**src/rtl/core/multichannel_moving_average_core_assert.svh**
```systemverilog
// assertion helpers for the moving average core
`ifndef MULTICHANNEL_MOVING_AVERAGE_CORE_ASSERT_SVH
`define MULTICHANNEL_MOVING_AVERAGE_CORE_ASSERT_SVH

// same-cycle implication, disabled while in reset
`define MMA_ASSERT_IMP(label, ante, cons, msg) \
	label: assert property (@(posedge clk) disable iff (!arst_n) (ante) |-> (cons)) \
		else $error(msg);

// next-cycle implication, disabled while in reset
`define MMA_ASSERT_NXT(label, ante, cons, msg) \
	label: assert property (@(posedge clk) disable iff (!arst_n) (ante) |=> (cons)) \
		else $error(msg);

`endif

```
**src/rtl/core/mma_pkg.sv**
```systemverilog
`default_nettype none

package mma_pkg;

	localparam int SLOT_COUNT = 4;
	localparam int SLOT_W     = 2;
	localparam int WIN_W      = 5;
	localparam int CFG_IDX_W  = 3;

	typedef logic [SLOT_W-1:0] slot_t;
	typedef logic [WIN_W-1:0]  win_t;
	typedef logic [CFG_IDX_W-1:0] cfg_idx_t;

	localparam win_t WIN_RESET = 5'd16;

	// register indexes
	localparam cfg_idx_t REG_WIN_BATT_VOLT  = 3'd0;
	localparam cfg_idx_t REG_WIN_PANEL_VOLT = 3'd1;
	localparam cfg_idx_t REG_WIN_BATT_CURR  = 3'd2;
	localparam cfg_idx_t REG_WIN_PANEL_CURR = 3'd3;

	// slot numbers
	localparam slot_t SLOT_BATT_VOLT  = 2'd0;
	localparam slot_t SLOT_PANEL_VOLT = 2'd1;
	localparam slot_t SLOT_BATT_CURR  = 2'd2;
	localparam slot_t SLOT_PANEL_CURR = 2'd3;

endpackage

`default_nettype wire

```
**src/rtl/core/multichannel_moving_average_core.sv**
```systemverilog
// channel   dir  handshake                 payload
// sample    in   sample_valid/sample_stall sample
// result    out  result_valid/result_stall served_slot, new_average, four slot averages
// cfg       in   cfg_valid/cfg_ready       cfg_index, cfg_data
//
// a sample is taken only after the last item is done; an item, W the slot's effective window,
// is the transfer, one store write, W reads and the drain of the read port, a restoring
// divider that retires one quotient bit a cycle, and one result load
// after reset a clearing pass zeroes the store, 4 * 2^ceil(log2(min(MAX_WINDOW, 31)))
// entries (64 by default); samples are stalled until it ends, cfg writes are taken
// a finished result sits in the output register; the next sample is taken meanwhile,
// and the core only waits at the end of an item while that register is still full
`default_nettype none

`include "multichannel_moving_average_core_assert.svh"

module multichannel_moving_average_core
	import mma_pkg::*;
#(
	parameter int MAX_WINDOW  = 16,
	parameter int SAMPLE_BITS = 12
) (
	input  wire logic                   clk,
	input  wire logic                   arst_n,

	input  wire logic                   sample_valid,
	output logic                        sample_stall,
	input  wire logic [SAMPLE_BITS-1:0] sample,

	output logic                        result_valid,
	input  wire logic                   result_stall,
	output logic [SLOT_W-1:0]           served_slot,
	output logic [SAMPLE_BITS-1:0]      new_average,
	output logic [SAMPLE_BITS-1:0]      battery_voltage_avg,
	output logic [SAMPLE_BITS-1:0]      panel_voltage_avg,
	output logic [SAMPLE_BITS-1:0]      battery_current_avg,
	output logic [SAMPLE_BITS-1:0]      panel_current_avg,

	input  wire logic                   cfg_valid,
	output logic                        cfg_ready,
	input  wire logic [CFG_IDX_W-1:0]   cfg_index,
	input  wire logic [WIN_W-1:0]       cfg_data
);

	localparam int   EFF_MAX_I = (MAX_WINDOW < 31) ? MAX_WINDOW : 31;
	localparam win_t EFF_MAX   = WIN_W'(EFF_MAX_I);
	localparam int   IDX_W     = (EFF_MAX_I > 1) ? $clog2(EFF_MAX_I) : 1;
	localparam int   ADDR_W    = SLOT_W + IDX_W;
	localparam int   DEPTH     = 1 << ADDR_W;
	localparam int   SUM_W     = SAMPLE_BITS + WIN_W;
	localparam int   DCNT_W    = $clog2(SUM_W + 1);
	localparam logic [DCNT_W-1:0] DIV_LAST = DCNT_W'(SUM_W - 1);

	localparam logic [2:0] S_IDLE = 3'd0;
	localparam logic [2:0] S_WR   = 3'd1;
	localparam logic [2:0] S_SUM  = 3'd2;
	localparam logic [2:0] S_DIV  = 3'd3;
	localparam logic [2:0] S_OUT  = 3'd4;

	logic [2:0]             state_q;
	logic                   clr_q;
	logic [ADDR_W-1:0]      clr_addr_q;

	win_t                   window_q [SLOT_COUNT];
	logic [IDX_W-1:0]       pos_q    [SLOT_COUNT];
	logic [SAMPLE_BITS-1:0] avg_q    [SLOT_COUNT];
	slot_t                  ptr_q;

	// item being worked on
	slot_t                  slot_q;
	win_t                   w_q;
	logic [IDX_W-1:0]       wpos_q;
	logic [SAMPLE_BITS-1:0] sample_q;

	logic [SAMPLE_BITS-1:0] store_mem [DEPTH];
	logic [SAMPLE_BITS-1:0] mem_rdata_q;
	logic                   rd_pend_q;
	win_t                   rd_cnt_q;
	logic [SUM_W-1:0]       acc_q;

	logic [WIN_W-1:0]       rem_q;
	logic [SUM_W-1:0]       dvd_q;
	logic [DCNT_W-1:0]      dcnt_q;

	logic                   result_valid_q;

	// comb
	win_t                   win_raw;
	win_t                   w_eff;
	logic [IDX_W-1:0]       pos_eff;
	logic                   in_xfer;
	logic                   mem_we;
	logic [ADDR_W-1:0]      mem_waddr;
	logic [SAMPLE_BITS-1:0] mem_wdata;
	logic                   rd_en;
	logic [ADDR_W-1:0]      rd_addr;
	logic [WIN_W:0]         trial;
	logic                   ge;
	logic [WIN_W:0]         diff;
	logic [SUM_W-1:0]       dvd_next;
	win_t                   pos_inc;
	logic [IDX_W-1:0]       pos_next;
	logic                   out_free;

	always_comb begin
		win_raw = window_q[ptr_q];
		if (win_raw == '0) begin
			w_eff = WIN_W'(1);
		end else if (win_raw > EFF_MAX) begin
			w_eff = EFF_MAX;
		end else begin
			w_eff = win_raw;
		end
		// a shrunk window wraps the position before the write
		pos_eff = (WIN_W'(pos_q[ptr_q]) >= w_eff) ? '0 : pos_q[ptr_q];
	end

	assign sample_stall = !(state_q == S_IDLE && !clr_q);
	assign in_xfer      = sample_valid && !sample_stall;
	assign cfg_ready    = 1'b1;

	assign mem_we    = clr_q || (state_q == S_WR);
	assign mem_waddr = clr_q ? clr_addr_q : {slot_q, wpos_q};
	assign mem_wdata = clr_q ? '0 : sample_q;

	assign rd_en   = (state_q == S_SUM) && (rd_cnt_q < w_q);
	assign rd_addr = {slot_q, rd_cnt_q[IDX_W-1:0]};

	assign trial    = {rem_q, dvd_q[SUM_W-1]};
	assign ge       = trial >= {1'b0, w_q};
	assign diff     = trial - {1'b0, w_q};
	assign dvd_next = {dvd_q[SUM_W-2:0], ge};

	assign pos_inc  = WIN_W'(wpos_q) + WIN_W'(1);
	assign pos_next = (pos_inc >= w_q) ? '0 : pos_inc[IDX_W-1:0];

	assign out_free = !result_valid_q || !result_stall;

	always_ff @(posedge clk) begin
		if (mem_we) begin
			store_mem[mem_waddr] <= mem_wdata;
		end
		if (rd_en) begin
			mem_rdata_q <= store_mem[rd_addr];
		end
	end

	always_ff @(posedge clk or negedge arst_n) begin
		if (!arst_n) begin
			clr_q      <= 1'b1;
			clr_addr_q <= '0;
		end else if (clr_q) begin
			clr_addr_q <= clr_addr_q + 1'b1;
			if (clr_addr_q == ADDR_W'(DEPTH - 1)) begin
				clr_q <= 1'b0;
			end
		end
	end

	always_ff @(posedge clk or negedge arst_n) begin
		if (!arst_n) begin
			for (int i = 0; i < SLOT_COUNT; i++) begin
				window_q[i] <= WIN_RESET;
			end
		end else if (cfg_valid && cfg_ready) begin
			unique case (cfg_index)
				REG_WIN_BATT_VOLT:  window_q[SLOT_BATT_VOLT]  <= cfg_data;
				REG_WIN_PANEL_VOLT: window_q[SLOT_PANEL_VOLT] <= cfg_data;
				REG_WIN_BATT_CURR:  window_q[SLOT_BATT_CURR]  <= cfg_data;
				REG_WIN_PANEL_CURR: window_q[SLOT_PANEL_CURR] <= cfg_data;
				default: ;
			endcase
		end
	end

	// item capture, accumulation and divider datapath
	always_ff @(posedge clk) begin
		if (in_xfer) begin
			slot_q   <= ptr_q;
			w_q      <= w_eff;
			wpos_q   <= pos_eff;
			sample_q <= sample;
		end
		if (state_q == S_WR) begin
			acc_q <= '0;
		end else if (rd_pend_q) begin
			acc_q <= acc_q + SUM_W'(mem_rdata_q);
		end
		if (state_q == S_SUM) begin
			rem_q <= '0;
			dvd_q <= acc_q;
		end else if (state_q == S_DIV) begin
			rem_q <= ge ? diff[WIN_W-1:0] : trial[WIN_W-1:0];
			dvd_q <= dvd_next;
		end
	end

	always_ff @(posedge clk or negedge arst_n) begin
		if (!arst_n) begin
			state_q   <= S_IDLE;
			rd_pend_q <= 1'b0;
			rd_cnt_q  <= '0;
			dcnt_q    <= '0;
			ptr_q     <= '0;
			for (int i = 0; i < SLOT_COUNT; i++) begin
				pos_q[i] <= '0;
				avg_q[i] <= '0;
			end
		end else begin
			rd_pend_q <= rd_en;
			unique case (state_q)
				S_IDLE: begin
					if (in_xfer) begin
						state_q <= S_WR;
					end
				end
				S_WR: begin
					rd_cnt_q <= '0;
					state_q  <= S_SUM;
				end
				S_SUM: begin
					if (rd_en) begin
						rd_cnt_q <= rd_cnt_q + 1'b1;
					end else if (!rd_pend_q) begin
						dcnt_q  <= '0;
						state_q <= S_DIV;
					end
				end
				S_DIV: begin
					dcnt_q <= dcnt_q + 1'b1;
					if (dcnt_q == DIV_LAST) begin
						avg_q[slot_q] <= dvd_next[SAMPLE_BITS-1:0];
						pos_q[slot_q] <= pos_next;
						ptr_q         <= slot_q + 1'b1;
						state_q       <= S_OUT;
					end
				end
				S_OUT: begin
					if (out_free) begin
						state_q <= S_IDLE;
					end
				end
				default: state_q <= S_IDLE;
			endcase
		end
	end

	always_ff @(posedge clk or negedge arst_n) begin
		if (!arst_n) begin
			result_valid_q <= 1'b0;
		end else if (state_q == S_OUT && out_free) begin
			result_valid_q <= 1'b1;
		end else if (!result_stall) begin
			result_valid_q <= 1'b0;
		end
	end

	always_ff @(posedge clk) begin
		if (state_q == S_OUT && out_free) begin
			served_slot         <= slot_q;
			new_average         <= avg_q[slot_q];
			battery_voltage_avg <= avg_q[SLOT_BATT_VOLT];
			panel_voltage_avg   <= avg_q[SLOT_PANEL_VOLT];
			battery_current_avg <= avg_q[SLOT_BATT_CURR];
			panel_current_avg   <= avg_q[SLOT_PANEL_CURR];
		end
	end

	assign result_valid = result_valid_q;

	`MMA_ASSERT_NXT(a_accept_starts_write, in_xfer, state_q == S_WR,
		"accepted sample did not start a store write")
	`MMA_ASSERT_IMP(a_div_window_legal, state_q == S_DIV, w_q != '0 && w_q <= EFF_MAX,
		"divider running with an illegal window")
	`MMA_ASSERT_IMP(a_ptr_held_while_busy,
		state_q == S_WR || state_q == S_SUM || state_q == S_DIV, ptr_q == slot_q,
		"slot pointer moved before the item finished")
	`MMA_ASSERT_NXT(a_result_load, state_q == S_OUT && out_free,
		result_valid && served_slot == $past(slot_q),
		"result register not loaded with the served slot")

endmodule

`default_nettype wire
```
**config.mk**
```make
export PLATFORM = sky130hd
export DESIGN_NAME = multichannel_moving_average_core
export DESIGN_NICKNAME = d
export VERILOG_FILES = /design/src/rtl/core/mma_pkg.sv /design/src/rtl/core/multichannel_moving_average_core.sv
export VERILOG_INCLUDE_DIRS = /design/src /design/src/rtl/core
export SDC_FILE = /design/constraint.sdc
export NUM_CORES = 1
export LEC_CHECK = 0
export BUFFER_PORTS_ARGS = -buffer_cell sky130_fd_sc_hd__buf_4
export CAP_MARGIN = 40
export CORE_MARGIN = 2
export CORE_UTILIZATION = 50
export CTS_CLUSTER_SIZE = 24
export DETAILED_ROUTE_END_ITERATION = 16
export GPL_TIMING_DRIVEN = 0
export MAX_ROUTING_LAYER = met4
export PLACE_DENSITY = 0.72
export RECOVER_POWER = 50
export SYNTH_ARGS = -nofsm -noshare
export SYNTH_HDL_FRONTEND = slang
export SYNTH_SLANG_ARGS = --single-unit
export TNS_END_PERCENT = 5
```
**constraint.sdc**
```tcl
create_clock -name clk -period 5.55 [get_ports clk]
set_input_delay 1.11 -clock clk [delete_from_list [all_inputs] [get_ports clk]]
set_output_delay 1.11 -clock clk [all_outputs]
set_load 0.05 [all_outputs]
```
==> metrics.csv, run 1 <==
metric,value,unit
outcome,finished with violations,
failing checks,"max-capacitance violations, max-slew violations",
# diodes,0,
GPL Wtd Cong,0.941,
io pins,90,
clk_skew,0.0554,ns
count of pins over their slew limit,469,
dpl cell area,0.0435,sq mm
gr ovfl total,0,
Synth Flop Type,edfxtp_1,
Hold Path Class,register to register,
clk_lat worst skew,0.67,ns
Post-synth ARST share,10.7,%
"Hold Vio Cnt, Final",0,
Syn. warnings,0,
number of I/O port buffers,88,
power density over cell area,459,mW/mm^2
fmax,237,MHz
Syn Area/Cell,18.9,sq um
final setup vio count,0,
DP HPWL,65.4,mm
die width,288,um
Starting Density,50.3,%
count of cell types in the netlist,64,
CTS resizes,0,
CTS tree,yes,
Clock transition at path regs,0.06,ns
Vert. Die Dim,288,um
first-pass GRT wire length,140,mm
largest area contributor in the netlist,edfxtp_1,
DRC errors left,0,
layout cell share with drive strength beyond 1,24.1,%
Longest Clk Path Bufs,3,
GR Util met3,3.73,%
H-tree depth,3,
fin crit share,76.2,%
routed via count,21281,
Tightest Pin Transition,3.40,ns
Critical Setup Path Class,register to register,
CORE AREA,0.0802,sq mm
Routed Wire Length,94.3,mm
largest net degree at the start of global routing,61,
data required time at the worst endpoint,5.75,ns
vias in the first global route,21615,
WL/cell,26.5,um
Static Leak,0.0161,uW
max_cap viols,15,
die footprint,0.0829,sq mm
gr busiest metal,met2,
"leading cell type in the layout, fill and taps excluded",edfxtp_1,
register area share after synthesis,73.5,%
Post-synth EDFFs,882,
met1 Usage GRT,30.7,%
Worst Setup End Kind,register,
top cell type's share of synthesized area,65.7,%
Final Instance Area,0.0465,sq mm
most frequent cells in the layout,"edfxtp_1, mux4_2, mux2i_1, clkbuf_1, nor2_1",
clock sink total,1012,
vias per cell,5.97,
synthesized area,0.0403,sq mm
initial antenna violation count,0,
Sum Neg Setup Slack,0,ns
initial drt markers,2464,
hold buffers post-CTS,0,
Mapped Nets,2202,
Root Driver,clkbuf_16,
Mapped Cells,2136,
DRT Pass-1 Iters,5,
GR Layer Usage met2,38.8,%
total CTS buffers,101,
top post-synthesis cells by area,"edfxtp_1, mux4_2, dfrtp_1",
RSZ-0062 raised after global routing,false,
remaining antenna violation count,0,
crit-path max FO,36,
# rows,104,
Layout area overhead,15.2,%
Global Route Usage Sum,23.8,%
fin crit period,4.23,ns
nature of the critical path startpoint,register,
setup bufs post-CTS,0,
Rel. slew slack,-127,%
final hold slack,0.441,ns
CP arrival,4.43,ns
layout net count,2486,
peak supply drop,304,uV
Seq cells post-synth,1012,
[registers in the layout, indices dropped and copies added (netlist names), 16 cells and up]
name and count:
dvd_q 17, acc_q 17, window_q 20, pos_q 16
store_mem 768, avg_q 48
[cell type report]
type	instances	area, sq um
Clock inverter	54	526
Inverter	21	78.8
Clock buffer	132	2770
Buffer	101	532
Timing Repair Buffer	181	1530
Fill cell	5861	33700
Tap cell	1060	1330
Multi-Input combinational cell	1002	10100
Sequential cell	1012	29600
[synthesized netlist by cell type, drive strengths merged, types with 3 or more instances]
| cell type | instances |
|---|---|
| xnor2 | 11 |
| a2111oi | 14 |
| dfrtp | 103 |
| nor2b | 22 |
| a21oi | 32 |
| dfstp | 5 |
| nor3b | 4 |
| or3 | 3 |
| ha | 39 |
| buf | 63 |
| inv | 21 |
| a211oi | 27 |
| mux2 | 90 |
| mux2i | 148 |
| xor2 | 8 |
| a21o | 12 |
| mux4 | 167 |
| a221oi | 11 |
| o21a | 5 |
| nor2 | 107 |
| nand2 | 80 |
| o221ai | 14 |
| a22oi | 6 |
| nand3 | 12 |
| nand2b | 18 |
| and4bb | 3 |
| o31ai | 12 |
| nand3b | 8 |
| and3 | 15 |
| o21ai | 53 |
| a31oi | 3 |
| clkbuf | 38 |
| nand4 | 7 |
| nor3 | 12 |
| edfxtp | 882 |
| o22ai | 34 |
| dfxtp | 22 |
[stage by stage]
step                instances  util [%]  power (uW)  setup slack, ns
global route             3563      58.0       22100             1.13
finish                   3563      58.0       21300             1.32
floorplan                2136         -       13000            0.902
CTS                      3561      58.4       21400             1.98
global placement         3284      52.8       14500          -0.0549
detailed placement       3375      54.3       14700             2.02
[final timing paths]
| path | startpoint | end | slack, ns | cells after the start |
|---|---|---|---|---|
| setup / recovery | clr_q | store_mem[33][10] | 1.32 | 4 |
| setup reg to reg | clr_q | store_mem[33][10] | 1.32 | 4 |
| min in group asynchronous | arst_n | state_q[1] | 1.60 | 1 |
| hold reg to reg | avg_q[11] | panel_current_avg[11] | 0.44 | 0 |
| hold / removal | avg_q[11] | panel_current_avg[11] | 0.44 | 0 |
| max in group asynchronous | arst_n | clr_addr_q[2] | 2.04 | 1 |
[power by group]
part           switching (uW)  internal (uW)  total (uW)
sequential                290           8710        9000
clock                    2820           3940        6750
combinational            3180           2410        5590
[critical path, stage by stage, from the launching register on]
cell and delay (ns):
dfstp_1 0.38, clkbuf_1 0.22, clkbuf_1 0.19, nor2b_1 1.65
clkbuf_1 1.30
[metal layers]
metal / vias up / routed length [um]
li1: 9188 / -
met3: 178 / 6650
met1: 11009 / 37300
met4: 0 / 3460
met2: 906 / 46900
met5: - / 0
[kinds of logic (layout without fill, tap and decap cells)]
family / count (synthesis) / count (layout) / synth area share [%]
flops: 1012 / 1012 / 73.5
mux: 405 / 405 / 15.5
simple gates: 297 / 297 / 3.51
compound gates: 239 / 239 / 4.19
buf+inv: 122 / 489 / 1.53
fa+ha+maj: 41 / 41 / 1.31
xor+xnor: 19 / 19 / 0.413
other cells: 1 / 1 / 0.00930
(Power assumes the default switching activity.)
==> run 2: changes to the inputs <==
- clock period: 5.55 -> 4.01 ns (I/O delays scaled with it)
==> run 2 against run 1 <==
Compared with the run above:
- the flow still finishes with violations (max-capacitance violations, max-slew violations)
- sequential share of layout area grew 0.32 points
- global-route usage shrank 0.23 points
- final area decreased by 0.50%
- wire length down 0.72%
- combinational power rose by 38%
- total power up 37%
- clock power grew 34%
- clock skew fell by 0.021 ns
- count of clock-buffer cells in the layout decreased by 7
- via count rose by 0.39%
- critical endpoint is now store_mem[55][3]
- highest routed layer unchanged
==> metrics.csv, run 2 (synthesis gave the netlist of run 1 again) <==
metric,value,unit,change
clock sink total,1012,,unchanged
Root Driver,clkbuf_16,,unchanged
power density over cell area,631,mW/mm^2,was 459 mW/mm^2
switching pwr,8690,uW,was 6290 uW
vias in the first global route,21705,,was 21615
total CTS buffers,100,,was 101
Longest Clk Path Bufs,3,,unchanged
CTS tree,yes,,unchanged
layout net count,2484,,was 2486
die width,288,um,unchanged
"CP delay by family, top",buffers and inverters,,unchanged
layout cell share with drive strength beyond 1,23.1,%,was 24.1%
CP Buf/Inv Count,3,,unchanged
largest registers,"store_mem: 768 flops, avg_q: 48 flops, window_q: 20 flops",,unchanged
largest net degree at the start of global routing,74,,was 61
# rows,104,,unchanged
Overall Power,29200,uW,was 21300 uW
max_cap viols,9,,was 15
Logic pwr share,26.4,%,was 26.2%
die footprint,0.0829,sq mm,unchanged
first-pass GRT wire length,139,mm,was 140 mm
Layout area overhead,14.7,%,was 15.2%
# diodes,0,,unchanged
Routed Wire Length,93.6,mm,was 94.3 mm
vias per cell,6.00,,was 5.97
DP HPWL,65.0,mm,was 65.4 mm
fill count,5878,,was 5861
placed cell count,3376,,was 3375
Tightest Pin Transition,2.56,ns,was 3.40 ns
CP arrival,4.09,ns,was 4.43 ns
H-tree depth,3,,unchanged
outcome,finished with violations,,unchanged
io pins,90,,unchanged
Largest register FFs,768,,unchanged
"leading cell type in the layout, fill and taps excluded",edfxtp_1,,unchanged
clk_lat worst skew,0.68,ns,was 0.67 ns
WL/cell,26.3,um,was 26.5 um
final setup vio count,0,,unchanged
DRC errors left,0,,unchanged
initial antenna violation count,0,,unchanged
sequential share of power,42.7,%,was 42.1%
failing checks,"max-capacitance violations, max-slew violations",,unchanged
CORE AREA,0.0802,sq mm,unchanged
fin crit period,3.71,ns,was 4.23 ns
Starting Density,50.3,%,unchanged
Worst path max stage delay,0.85,ns,was 1.65 ns
fmax,269,MHz,was 237 MHz
hold buffers post-CTS,0,,unchanged
Rel. slew slack,-70.7,%,was -127%
Vert. Die Dim,288,um,unchanged
fin cells,3559,,was 3563
remaining antenna violation count,0,,unchanged
Hold Path Class,input port to register,,was register to register
Biggest register,store_mem,,unchanged
Worst path slowest cell,clkbuf_1,,was nor2b_1
Switching Share,29.8,%,was 29.5%
GPL Wtd Cong,0.956,,was 0.941
CTS resizes,0,,unchanged
final hold slack,0.332,ns,was 0.441 ns
most frequent cells in the layout,"edfxtp_1, mux4_2, mux2i_1, clkbuf_1, nor2_1",,unchanged
clk_skew,0.0343,ns,was 0.0554 ns
Clock transition at path regs,0.06,ns,about the same
worst-path cell chain,"clkbuf_1, inv_1, o21ai_0, nand2_1, nor2_1, buf_6",,"was clkbuf_1, clkbuf_1, nor2b_1, clkbuf_1"
routed via count,21363,,was 21281
Worst Setup End Kind,register,,unchanged
setup bufs post-CTS,0,,unchanged
Critical Setup Path Class,register to register,,unchanged
peak supply drop,451,uV,was 304 uV
count of pins over their slew limit,262,,was 469
nature of the critical path startpoint,register,,unchanged
gr ovfl total,0,,unchanged
RSZ-0062 raised after global routing,false,,unchanged
initial drt markers,2469,,was 2464
Global Route Usage Sum,23.6,%,was 23.8%
number of I/O port buffers,88,,unchanged
DRT Pass-1 Iters,7,,was 5
internal power,20500,uW,was 15100 uW
fin crit share,92.6,%,was 76.2%
crit-path max FO,10,,was 36
"Hold Vio Cnt, Final",0,,unchanged
Static Leak,0.0160,uW,was 0.0161 uW
data required time at the worst endpoint,4.38,ns,was 5.75 ns
clock network power share,30.9,%,was 31.6%
Final Core Density,57.7,%,was 58.0%
Sum Neg Setup Slack,0,ns,unchanged
## run 2: layout make-up
type,instances,area (sq um),area share [%]
plain buffers,101,527,1.14
clock buffers,125,2620,5.66
clock inverters,58,542,1.17
inverters,21,78.8,0.171
multi-input cells,1002,10100,21.7
flip-flops and latches,1012,29600,64.1
well taps,1060,1330,2.87
repair buffers,180,1450,3.13
## run 2: worst paths after layout
check | start | endpoint | slack (ns) | cells after the start
worst min register to register | ptr_q[0] | slot_q[0] | 0.45 | 0
worst max-delay path | slot_q[0] | store_mem[55][3] | 0.30 | 6
max in group asynchronous | arst_n | window_q[8] | 2.11 | 1
min in group asynchronous | arst_n | avg_q[24] | 0.72 | 1
worst max register to register | slot_q[0] | store_mem[55][3] | 0.30 | 6
worst min-delay path | sample[10] | sample_q[10] | 0.33 | 1
## run 2: power by group through the flow
stage	clock network, uW	logic [uW]	registers (uW)
floorplan	0	5440	12500
global placement	0	7420	12600
detailed placement	0	7670	12700
CTS	9130	7730	12400
global route	9520	8200	12500
finish	9020	7700	12500
## run 2: per-layer routing
metal	GRT usage (%)	share of wire, %
met1	30.2	39
met5	-	0
met4	9.53	4.5
met3	3.51	7.4
met2	38.1	49
## run 2: through the flow
step           area [sq um]  setup WS, ns
4_1_cts               46700         0.446
2_1_floorplan         40300          1.06
5_1_grt               46200         0.138
3_3_place_gp          42300         -1.54
6_report              46200         0.295
3_5_place_dp          43600         0.469
## run 2: worst register-to-register path: stages (launching register included)
cell,delay (ns)
edfxtp_1,0.41
clkbuf_1,0.85
inv_1,0.41
o21ai_0,0.47
nand2_1,0.39
nor2_1,0.65
buf_6,0.24
